**config.mk**
```make
export PLATFORM = sky130hd
export DESIGN_NAME = hbfl_ctrl
export DESIGN_NICKNAME = d
export VERILOG_FILES = /design/src/sv/hbfl_pkg.sv /design/src/sv/hbfl_ctrl.sv
export SDC_FILE = /design/constraint.sdc
export NUM_CORES = 1
export LEC_CHECK = 0
export BUFFER_PORTS_ARGS = -buffer_cell sky130_fd_sc_hd__buf_4
export CAP_MARGIN = 30
export CORE_ASPECT_RATIO = 1.4
export CORE_MARGIN = 2
export CORE_UTILIZATION = 55
export CTS_BUF_LIST = sky130_fd_sc_hd__clkbuf_8
export DETAILED_ROUTE_END_ITERATION = 12
export PLACE_DENSITY = 0.82
export SLEW_MARGIN = 30
export SYNTH_ARGS = -nofsm -noshare
export SYNTH_HDL_FRONTEND = slang
export SYNTH_SLANG_ARGS = --single-unit
```
**constraint.sdc**
```tcl
create_clock -name clk -period 2.05 [get_ports clk]
set_input_delay 0.3075 -clock clk [delete_from_list [all_inputs] [get_ports clk]]
set_output_delay 0.3075 -clock clk [all_outputs]
set_load 0.01 [all_outputs]
```
**src/sv/hbfl_pkg.sv**
```systemverilog
package hbfl_pkg;

  localparam int P_NUM_BUFFERS       = 256;
  localparam int P_NUM_USERS         = 1024;
  localparam int P_MAX_HARQ_PER_USER = 16;

  localparam int CFG_DATA_W = 11;
  localparam int CFG_IDX_W  = 1;

  localparam logic [CFG_IDX_W-1:0] REG_BUFFER_COUNT    = 1'b0;
  localparam logic [CFG_IDX_W-1:0] REG_USER_LIST_LIMIT = 1'b1;

  typedef enum logic [1:0] {
    CMD_ALLOC   = 2'd0,
    CMD_DEALLOC = 2'd1,
    CMD_CLEAR   = 2'd2,
    CMD_SETF    = 2'd3
  } cmd_code_t;

  typedef enum logic [1:0] {
    ST_OK     = 2'd0,
    ST_USED   = 2'd1,
    ST_NOLIST = 2'd2,
    ST_NOBUF  = 2'd3
  } resp_t;

  typedef enum logic [4:0] {
    OP_NONE,
    OP_SWEEP,
    OP_LOAD,
    OP_SETF,
    OP_RD_USER,
    OP_REL_INIT,
    OP_REL_RD,
    OP_REL_PUSH,
    OP_REL_END,
    OP_NEXT_U,
    OP_TAKE_INIT,
    OP_SCAN_INIT,
    OP_SCAN_RD,
    OP_FLAG_RD,
    OP_GRAB,
    OP_SH_RD,
    OP_SH_WR,
    OP_SH_END,
    OP_RB_INIT,
    OP_RB_PUSH,
    OP_COMMIT,
    OP_EMIT,
    OP_RESP
  } dp_op_t;

  typedef struct packed {
    dp_op_t op;
    resp_t  st;
  } ctl_cmd_t;

  typedef struct packed {
    logic      sweep_done;
    logic      rebuild;
    logic      holds;
    logic      rel_more;
    logic      last_user;
    logic      take_more;
    logic      pos_zero;
    logic      flag_busy;
    logic      sh_more;
    logic      rb_more;
    logic      emit_last;
    logic      n_zero;
    logic      out_free;
    logic      user_oor;
    logic      over_lim;
    cmd_code_t cmd;
  } dp_stat_t;

endpackage

```
**src/sv/hbfl_ctrl.sv**
```systemverilog
module hbfl_ctrl import hbfl_pkg::*; (
  input  logic     clk,
  input  logic     rst_n,
  input  logic     in_valid,
  output logic     in_ready,
  input  dp_stat_t stat,
  output ctl_cmd_t cmd
);

  typedef enum logic [4:0] {
    S_SWEEP, S_IDLE, S_DISP, S_SETF, S_RDU, S_CHK,
    S_RINIT, S_RCHK, S_RRD, S_RPUSH, S_REND, S_NEXTU,
    S_TINIT, S_TCHK, S_SINIT, S_SCHK, S_SRD, S_FRD, S_FCHK,
    S_GRAB, S_HCHK, S_HRD, S_HWR, S_HEND,
    S_RBINIT, S_RBCHK, S_RBPUSH, S_COMMIT, S_EMIT, S_RESP
  } state_t;

  state_t state_r, state_nxt;
  resp_t  st_r, st_nxt;
  dp_op_t op;

  always_comb begin
    state_nxt = state_r;
    st_nxt    = st_r;
    op        = OP_NONE;
    unique case (state_r)
      S_SWEEP: begin
        op = OP_SWEEP;
        if (stat.sweep_done) state_nxt = S_IDLE;
      end
      S_IDLE: begin
        if (in_valid) begin
          op        = OP_LOAD;
          state_nxt = S_DISP;
        end
      end
      S_DISP: begin
        st_nxt = ST_OK;
        unique case (stat.cmd)
          CMD_SETF:    state_nxt = S_SETF;
          CMD_CLEAR:   state_nxt = S_RDU;
          CMD_DEALLOC: state_nxt = stat.user_oor ? S_RESP : S_RDU;
          CMD_ALLOC: begin
            if (stat.user_oor) begin
              st_nxt    = ST_NOLIST;
              state_nxt = S_RESP;
            end else begin
              state_nxt = S_RDU;
            end
          end
          default: state_nxt = S_RESP;
        endcase
      end
      S_SETF: begin
        op        = OP_SETF;
        state_nxt = S_RESP;
      end
      S_RDU: begin
        op        = OP_RD_USER;
        state_nxt = S_CHK;
      end
      S_CHK: begin
        if (stat.cmd == CMD_ALLOC) begin
          if (stat.holds) begin
            st_nxt    = ST_USED;
            state_nxt = S_RESP;
          end else if (stat.over_lim) begin
            st_nxt    = ST_NOLIST;
            state_nxt = S_RESP;
          end else begin
            state_nxt = S_TINIT;
          end
        end else begin
          state_nxt = stat.holds ? S_RINIT : S_NEXTU;
        end
      end
      S_RINIT: begin
        op        = OP_REL_INIT;
        state_nxt = S_RCHK;
      end
      S_RCHK:  state_nxt = stat.rel_more ? S_RRD : S_REND;
      S_RRD: begin
        op        = OP_REL_RD;
        state_nxt = S_RPUSH;
      end
      S_RPUSH: begin
        op        = OP_REL_PUSH;
        state_nxt = S_RCHK;
      end
      S_REND: begin
        op        = OP_REL_END;
        state_nxt = S_NEXTU;
      end
      S_NEXTU: begin
        if (stat.cmd == CMD_CLEAR && !stat.last_user) begin
          op        = OP_NEXT_U;
          state_nxt = S_RDU;
        end else begin
          st_nxt    = ST_OK;
          state_nxt = S_RESP;
        end
      end
      S_TINIT: begin
        op        = OP_TAKE_INIT;
        state_nxt = S_TCHK;
      end
      S_TCHK:  state_nxt = stat.take_more ? S_SINIT : S_COMMIT;
      S_SINIT: begin
        op        = OP_SCAN_INIT;
        state_nxt = S_SCHK;
      end
      S_SCHK:  state_nxt = stat.pos_zero ? S_RBINIT : S_SRD;
      S_SRD: begin
        op        = OP_SCAN_RD;
        state_nxt = S_FRD;
      end
      S_FRD: begin
        op        = OP_FLAG_RD;
        state_nxt = S_FCHK;
      end
      S_FCHK:  state_nxt = stat.flag_busy ? S_SCHK : S_GRAB;
      S_GRAB: begin
        op        = OP_GRAB;
        state_nxt = S_HCHK;
      end
      S_HCHK:  state_nxt = stat.sh_more ? S_HRD : S_HEND;
      S_HRD: begin
        op        = OP_SH_RD;
        state_nxt = S_HWR;
      end
      S_HWR: begin
        op        = OP_SH_WR;
        state_nxt = S_HCHK;
      end
      S_HEND: begin
        op        = OP_SH_END;
        state_nxt = S_TCHK;
      end
      S_RBINIT: begin
        op        = OP_RB_INIT;
        state_nxt = S_RBCHK;
      end
      S_RBCHK: begin
        if (stat.rb_more) begin
          state_nxt = S_RBPUSH;
        end else begin
          st_nxt    = ST_NOBUF;
          state_nxt = S_RESP;
        end
      end
      S_RBPUSH: begin
        op        = OP_RB_PUSH;
        state_nxt = S_RBCHK;
      end
      S_COMMIT: begin
        op     = OP_COMMIT;
        st_nxt = ST_OK;
        state_nxt = stat.n_zero ? S_RESP : S_EMIT;
      end
      S_EMIT: begin
        if (stat.out_free) begin
          op = OP_EMIT;
          if (stat.emit_last) state_nxt = S_IDLE;
        end
      end
      S_RESP: begin
        if (stat.out_free) begin
          op        = OP_RESP;
          state_nxt = S_IDLE;
        end
      end
      default: state_nxt = S_IDLE;
    endcase
    if (stat.rebuild) state_nxt = S_SWEEP;
  end

  always_ff @(posedge clk) begin
    if (!rst_n) begin
      state_r <= S_SWEEP;
      st_r    <= ST_OK;
    end else begin
      state_r <= state_nxt;
      st_r    <= st_nxt;
    end
  end

  // no transfer while a pool rebuild is being written
  assign in_ready = (state_r == S_IDLE) && !stat.rebuild;
  assign cmd.op   = op;
  assign cmd.st   = st_r;

endmodule

```
Yosys cells after proc, flatten, opt, wreduce, memory -nomap -nowiden --
Index checks and enable logic that the tools add are counted.
Cells by class: reduce and logical (&&, ||, !) cells 15, equality and inequality tests 41, bitwise operators 1, mux-type cells 33
Operator list (count):
- $pmux W5 S26 | 1
- $pmux W5 S22 | 1
- $eq A5 B5 Y1 const B | 14
- $mux W5 | 14
- $eq A5 B4 Y1 const B | 8
- $eq A5 B3 Y1 const B | 4
- $mux W2 | 10
- $ne A2 B2 Y1 const B | 8
- $pmux W5 S3 | 1
- $mux W4 | 3
- $reduce_or A2 Y1 | 6
- $eq A5 B2 Y1 const B | 2
- $pmux W2 S5 | 1
- $reduce_and A5 Y1 | 2
- $eq A5 B1 Y1 const B | 1
- $logic_not A5 Y1 | 1
- $reduce_bool A5 Y1 | 1
- $eq A2 B2 Y1 const B | 2
- $mux W3 | 1
- $ne A3 B3 Y1 const B | 1
- $eq A2 B1 Y1 const B | 1
- $logic_and A1 B1 Y1 | 2
- $logic_not A1 Y1 | 2
- $logic_not A2 Y1 | 1
- 2 further kinds | 2
Word-level totals: bits in registers 7, input bits 20

Depth between registers and ports, before layout --
Gate-level depths: netlist of the first run.
depth after elaboration 4, depth in mapped cells 7, gate-level depth less buffers 5

Least setup slack after synthesis of the first run --
Ideal clock, no wire load.
path type flip-flop to output port, start point register state_r[2], end point output cmd[4] (netlist name), buffers on the path 2, data arrival time 1.281 ns, setup slack 0.461 ns, stages on the path, launching flop included 7, cell sequence dfxtp_1 -> buf_2 -> buf_2 -> nand2_1 -> a21oi_1 -> nand2_1 -> a31oi_1
RTL lines:
- start, declared | RTL line hbfl_ctrl.sv:18 | state_t state_r, state_nxt;
- start signal, assigned | RTL line hbfl_ctrl.sv:182 | state_r <= state_nxt;
- end, declared | RTL line hbfl_ctrl.sv:7 | output ctl_cmd_t cmd

==> summary.md, run 1 <==
| Metric | Value |
|---|---|
| Outcome | `complete, no violations` |
| Routed Antenna Nets | `0` |
| Gr ovfl total | `0` |
| Commonest non-fill, non-tap cell in the layout | `buf_4` |
| Commonest non-fill, non-tap cells in the layout | `buf_4, nand2_1, a21oi_1` |
| Area delta synth->final | `27.9%` |
| Count of final setup violators | `0` |
| Antenna Cells | `0` |
| DIE HEIGHT | `roughly 57 um` |
| Number of clock sinks | `7` |
| First-pass GRT wire length | `6370 um` |
| Die Width | `42.1 um` |
| Tot GR Track Use | `between 30% and 40%` |
| Async SR Flop Fraction | `0%` |
| Worst-margin pin slew | `0.394 ns` |
| Clock Latency Late Sink | `roughly 0.23 ns` |
| Final Hold Viols | `0` |
| Fin util | `approximately 73%` |
| Htree depth | `1` |
| Post-DR wirelength/cell | `approximately 17 um` |
| Max_cap viols | `0` |
| Final Wtd Congestion | `approximately 0.93` |
| CP max FO | `23` |
| Synth Instances | `171` |
| Setup CP Type | `reg2out` |
| Hold_sp | `rst_n` |
| Post-route cell area | `between 0.001 and 0.0015 sq mm` |
| Initial Utilization | `~57%` |
| Inserted Clock Buffers | `3` |
| CP Cell Sequence | `buf_12 > inv_1 > and2_1 > a21oi_1 > nand2_1 > a31oi_1 > buf_4` |
| Layout Nets | `around 220` |
| Area after DPL | `about 0.0014 sq mm` |
| Clk buf depth | `2` |
| Final HPWL DP | `2950 um` |
| Power per cell area | `roughly 300 mW/mm^2` |
| Via/cell ratio | `~6.6` |
| Slew HR | `73.6%` |
| Core Area | `between 0.0015 and 0.002 sq mm` |
| Largest net degree at the start of global routing | `24` |
| Req. time, crit path | `around 1.7 ns` |
| Hold crit path type | `in2reg` |
| CTS clk-pin slew, worst paths | `~0.040 ns` |
| Root Driver | `clkbuf_8` |
| Synthesis warning total | `0` |
| Peak Freq | `~0.52 GHz` |
| Design Power | `between 400 and 500 uW` |
| DR vias | `about 1,500` |
| Mapped Area | `between 0.001 and 0.0015 sq mm` |
| RSZ-0062 raised after global routing | `false` |
| Share of the synthesized area in the top cell type | `between 10% and 20%` |
| Sequential fraction of the synthesis area | `about an eighth` |
| EDFF count, synth | `0` |
| Layout cells sized above 1 | `around a quarter` |
| #FFs+latches synth | `7` |
| TritonCTS clock tree | `built` |
| Drc violations | `0` |
| Syn Nets | `between 150 and 200` |
| Initial DRT Pass Iterations | `4` |
| Cell variety after synth | `48` |
| Synthesized area per cell | `6.54 sq um` |
| Final WL | `roughly 3900 um` |
| Tcrit/Tclk final | `94.2%` |
| Peak VDD IR | `about 210 uV` |
| Post-route minimum period | `1.93 ns` |
| Worst r2r src | `state_r[0]$_SDFFE_PP0P_` |
| Pre-CTS worst setup slack | `approximately 0.16 ns` |
| Largest cells by area after synthesis | `dfxtp_1, nand2_1, a21oi_1` |
| Yosys top cell by area | `dfxtp_1` |
| Full die area | `approximately 0.0024 sq mm` |
| Vias in the first global route | `between 1,000 and 1,500` |
| Synth Flop Type | `dfxtp_1` |
| CP max-delay cell | `dfxtp_1` |
| Ports | `28` |
| Final Skew | `0.00235 ns` |
| I/O Buffers | `27` |
| Setup_tns | `0 ns` |
| Critical Path Max Stage Delay | `between 0.3 and 0.4 ns` |
| Critical Path Source | `state_r[3]$_SDFFE_PP0P_` |
| Worst Setup Start Kind | `flop` |
| Std-Cell Rows | `19` |
| Setup WS post-layout | `between 0.1 and 0.15 ns` |
| Static Leak | `0.000581 uW` |
| Initial antenna violation count | `0` |
| CP endpoint kind | `output pin` |
| Iteration-0 DRC Markers | `75` |
| CP Data Arrival Time | `around 1.6 ns` |
| Final Max Slew Viols | `0` |
## sequential cells by signal, indices dropped and copies added (netlist names)
signal   cells
state_r      5
st_r         2
## synth_stat cells, types with 3 or more instances
cell type and number:
a31oi_1 7, clkbuf_1 3, o21ai_0 12, nand3_1 4
o21ai_1 3, nand2_1 23, inv_1 5, and2_1 3
nor3_1 4, o22ai_1 5, buf_2 7, nand2b_1 5
mux2i_1 4, nor2_1 14, a211oi_1 4, a21oi_1 15
dfxtp_1 7, nand3b_1 3, nor2b_1 4
## worst max-delay path: cells and delay by family (launching register included)
| kind | cells | cell delay [ns] |
|---|---|---|
| buffers and inverters | 3 | 0.48 |
| flip-flops | 1 | 0.37 |
| AO/OA/AOI/OAI | 2 | 0.29 |
| AND/OR/NAND/NOR | 2 | 0.25 |
## metal layers
| metal | GRT usage, % | share of wire [%] | vias to the layer above |
|---|---|---|---|
| met2 | 56.9 | 49 | 88 |
| met3 | 5.70 | 8.9 | 20 |
| met1 | 39.2 | 38 | 671 |
| met5 | 0 | 0 | - |
| met4 | 16.5 | 4.0 | 0 |
| li1 | - | - | 697 |
## kinds of logic after synthesis
group	after synthesis	share of synthesized area (%)
flops	7	12.5
buf+inv	19	9.17
simple gates	72	34.2
xor+xnor	2	1.57
compound gates	67	38.9
mux	4	3.58
## where the power goes
| part | internal [uW] | switching (uW) |
|---|---|---|
| clock | 130 | 63.2 |
| sequential | 138 | 6.03 |
| combinational | 52.6 | 46.4 |
## worst paths after layout
check                                            end  slack (ns)  depth (start not counted)
worst max register to register  st_r[0]$_SDFFE_PN0P_        0.29                          6
worst min register to register  st_r[1]$_SDFFE_PN0P_        0.47                          2
worst max-delay path                          cmd[4]        0.12                          7
worst min-delay path            st_r[1]$_SDFFE_PN0P_        0.38                          3
## per-stage QoR
| step | instances | hold WS (ns) |
|---|---|---|
| after CTS | 223 | 0.379 |
| after global placement | 219 | 0.451 |
| after global routing | 223 | 0.420 |
| final | 223 | 0.377 |
| after floorplan | 171 | 0.446 |
| after detailed placement | 219 | 0.467 |
## layout make-up
class,instances,area (sq um)
Multi-Input combinational cell,145,876
Fill cell,176,519
Timing Repair Buffer,41,320
Sequential cell,7,144
Clock buffer,3,41.3
Tap cell,21,26.3
Inverter,5,18.8
Clock inverter,1,3.75
## repair_timing
item	in CTS	in global routing
hold buffers	0	0
gates resized for setup	2	1
setup endpoints to repair	2	1
cloned	0	0
buffers inserted	0	0
Note: power is estimated with default switching activity, not from simulation.
==> run 2: changes to the inputs <==
RECOVER_POWER = 50   (was unset)
==> run 2 against run 1 <==
  * Setup slack got worse by 0.00055 ns
  * Clock skew up 0.00085 ns
  * Sequential share of layout area up 0.080 points
  * Global-route usage unchanged
  * Highest routed layer unchanged
  * Fmax about the same
  * Via count increased by 1.1%
  * Largest power group unchanged
  * Combinational power about the same
  * Clock-buffer cell count unchanged
==> summary.md, run 2 (synthesized netlist as in run 1, its figures left out) <==
| Metric | Value |
|---|---|
| Peak VDD IR | `212 uV (+1.2%)` |
| Via/cell ratio | `6.69 (+1.1%)` |
| Largest register by flop count | `state_r` |
| Routed Antenna Nets | `0 (unchanged)` |
| Htree depth | `1 (unchanged)` |
| Initial antenna violation count | `0 (unchanged)` |
| Design Power | `438 uW (+0.29%)` |
| Commonest non-fill, non-tap cells in the layout | `buf_4, nand2_1, a21oi_1` |
| Vias in the first global route | `1,434 (unchanged)` |
| CP endpoint kind | `output pin` |
| TritonCTS clock tree | `built` |
| DIE HEIGHT | `57.4 um (unchanged)` |
| Gr ovfl total | `0 (unchanged)` |
| Final Wtd Congestion | `0.934 (unchanged)` |
| Ports | `28 (unchanged)` |
| Core Area | `0.00195 sq mm (unchanged)` |
| Root Driver | `clkbuf_8` |
| Hold crit path type | `in2reg` |
| Full die area | `0.00242 sq mm (unchanged)` |
| Largest register FFs | `5 (unchanged)` |
| Worst-margin pin slew | `0.521 ns (+0.126 ns)` |
| Setup CP Type | `reg2out` |
| Slew HR | `65.3% (-8.3 points)` |
| Layout Nets | `223 (unchanged)` |
| Count of final setup violators | `0 (unchanged)` |
| Layout cells sized above 1 | `25.2% (-1.5 points)` |
| Inserted Clock Buffers | `3 (unchanged)` |
| Final Hold Viols | `0 (unchanged)` |
| I/O Buffers | `27 (unchanged)` |
| Clk buf depth | `2 (unchanged)` |
| Initial DRT Pass Iterations | `5 (+1)` |
| Outcome | `complete, no violations` |
| Commonest non-fill, non-tap cell in the layout | `buf_4` |
| Antenna Cells | `0 (unchanged)` |
| DR vias | `1,492 (+1.1%)` |
| Setup_tns | `0 ns (unchanged)` |
| Worst Setup Start Kind | `flop` |
| RSZ-0062 raised after global routing | `false` |
| Largest net degree at the start of global routing | `24 (unchanged)` |
| Post-DR wirelength/cell | `17.4 um (+0.80%)` |
| CP max FO | `23 (unchanged)` |
| Die Width | `42.1 um (unchanged)` |
| CTS clk-pin slew, worst paths | `0.04 ns (about the same)` |
| Tot GR Track Use | `33.1% (unchanged)` |
| Power per cell area | `308 mW/mm^2 (+1.1%)` |
| Fin util | `72.8% (-0.58 points)` |
| Std-Cell Rows | `19 (unchanged)` |
| Static Leak | `0.000566 uW (-2.7%)` |
| Iteration-0 DRC Markers | `87 (+16%)` |
| Post-route minimum period | `1.93 ns (+0.000553 ns)` |
| Drc violations | `0 (unchanged)` |
| Peak Freq | `0.518 GHz (about the same)` |
| Req. time, crit path | `1.74 ns (about the same)` |
| Area delta synth->final | `26.8%` |
| Clock Latency Late Sink | `0.23 ns (about the same)` |
| Final Skew | `0.00319 ns (+0.000848 ns)` |
| Initial Utilization | `57.4% (unchanged)` |
| Max_cap viols | `0 (unchanged)` |
| Final Max Slew Viols | `0 (unchanged)` |
| Number of clock sinks | `7 (unchanged)` |
| First-pass GRT wire length | `6370 um (unchanged)` |
| Top flop regs | `state_r x5, st_r x2` |
| Final WL | `3880 um (+0.80%)` |
| Final HPWL DP | `2950 um (unchanged)` |
| CP Data Arrival Time | `1.62 ns (about the same)` |
| Tcrit/Tclk final | `94.2% (about the same)` |
[run 2: stage by stage]
step / setup WS, ns / cell area (sq um) / std cells / hold slack, ns
detailed placement: 0.165 / 1380 / 219 / 0.467
CTS: 0.0948 / 1430 / 223 / 0.379
global placement: 0.209 / 1380 / 219 / 0.451
finish: 0.119 / 1420 / 223 / 0.377
global route: 0.0293 / 1420 / 223 / 0.420
floorplan: 0.461 / 1120 / 171 / 0.446
[run 2: worst max-delay path: stages, from the launching register on]
cell	delay, ns
dfxtp_1	0.37
buf_12	0.18
inv_1	0.15
and2_1	0.19
a21oi_1	0.11
nand2_1	0.06
a31oi_1	0.18
buf_4	0.15
[run 2: layout make-up]
cell class,count,area (sq um)
fill,182,531
multi-input combinational,145,876
sequential,7,144
timing repair buffer,41,309
tap,21,26.3
clock buffer,3,41.3
clock inverter,1,3.75
inverter,5,18.8
[run 2: repair_timing]
item,in CTS,in global routing
cloned,0,0
hold buffers,0,0
resized for setup,2,1
setup buffers,0,0
setup endpoints to repair,2,1
endpoints found under the hold margin,0,0
[run 2: worst paths after layout]
| check | to | slack [ns] | cells after the start | startpoint |
|---|---|---|---|---|
| setup / recovery | cmd[4] | 0.12 | 7 | state_r[3]$_SDFFE_PP0P_ |
| hold / removal | st_r[1]$_SDFFE_PN0P_ | 0.38 | 3 | rst_n |
| setup reg to reg | state_r[3]$_SDFFE_PP0P_ | 0.15 | 6 | state_r[4]$_SDFFE_PP0P_ |
| hold reg to reg | st_r[1]$_SDFFE_PN0P_ | 0.47 | 2 | st_r[1]$_SDFFE_PN0P_ |
[run 2: metal layers]
layer,vias up,global-route usage (%),part of all wire (%)
li1,698,-,-
met1,674,39.2,39
met2,95,56.9,49
met3,25,5.70,8.3
met4,0,16.5,4.4
met5,-,0,0
[run 2: power by group]
group          switching, uW  internal (uW)  leakage [uW]
sequential              6.37            138     0.0000579
clock                   64.3            130     0.0000269
combinational           46.2           52.6      0.000481
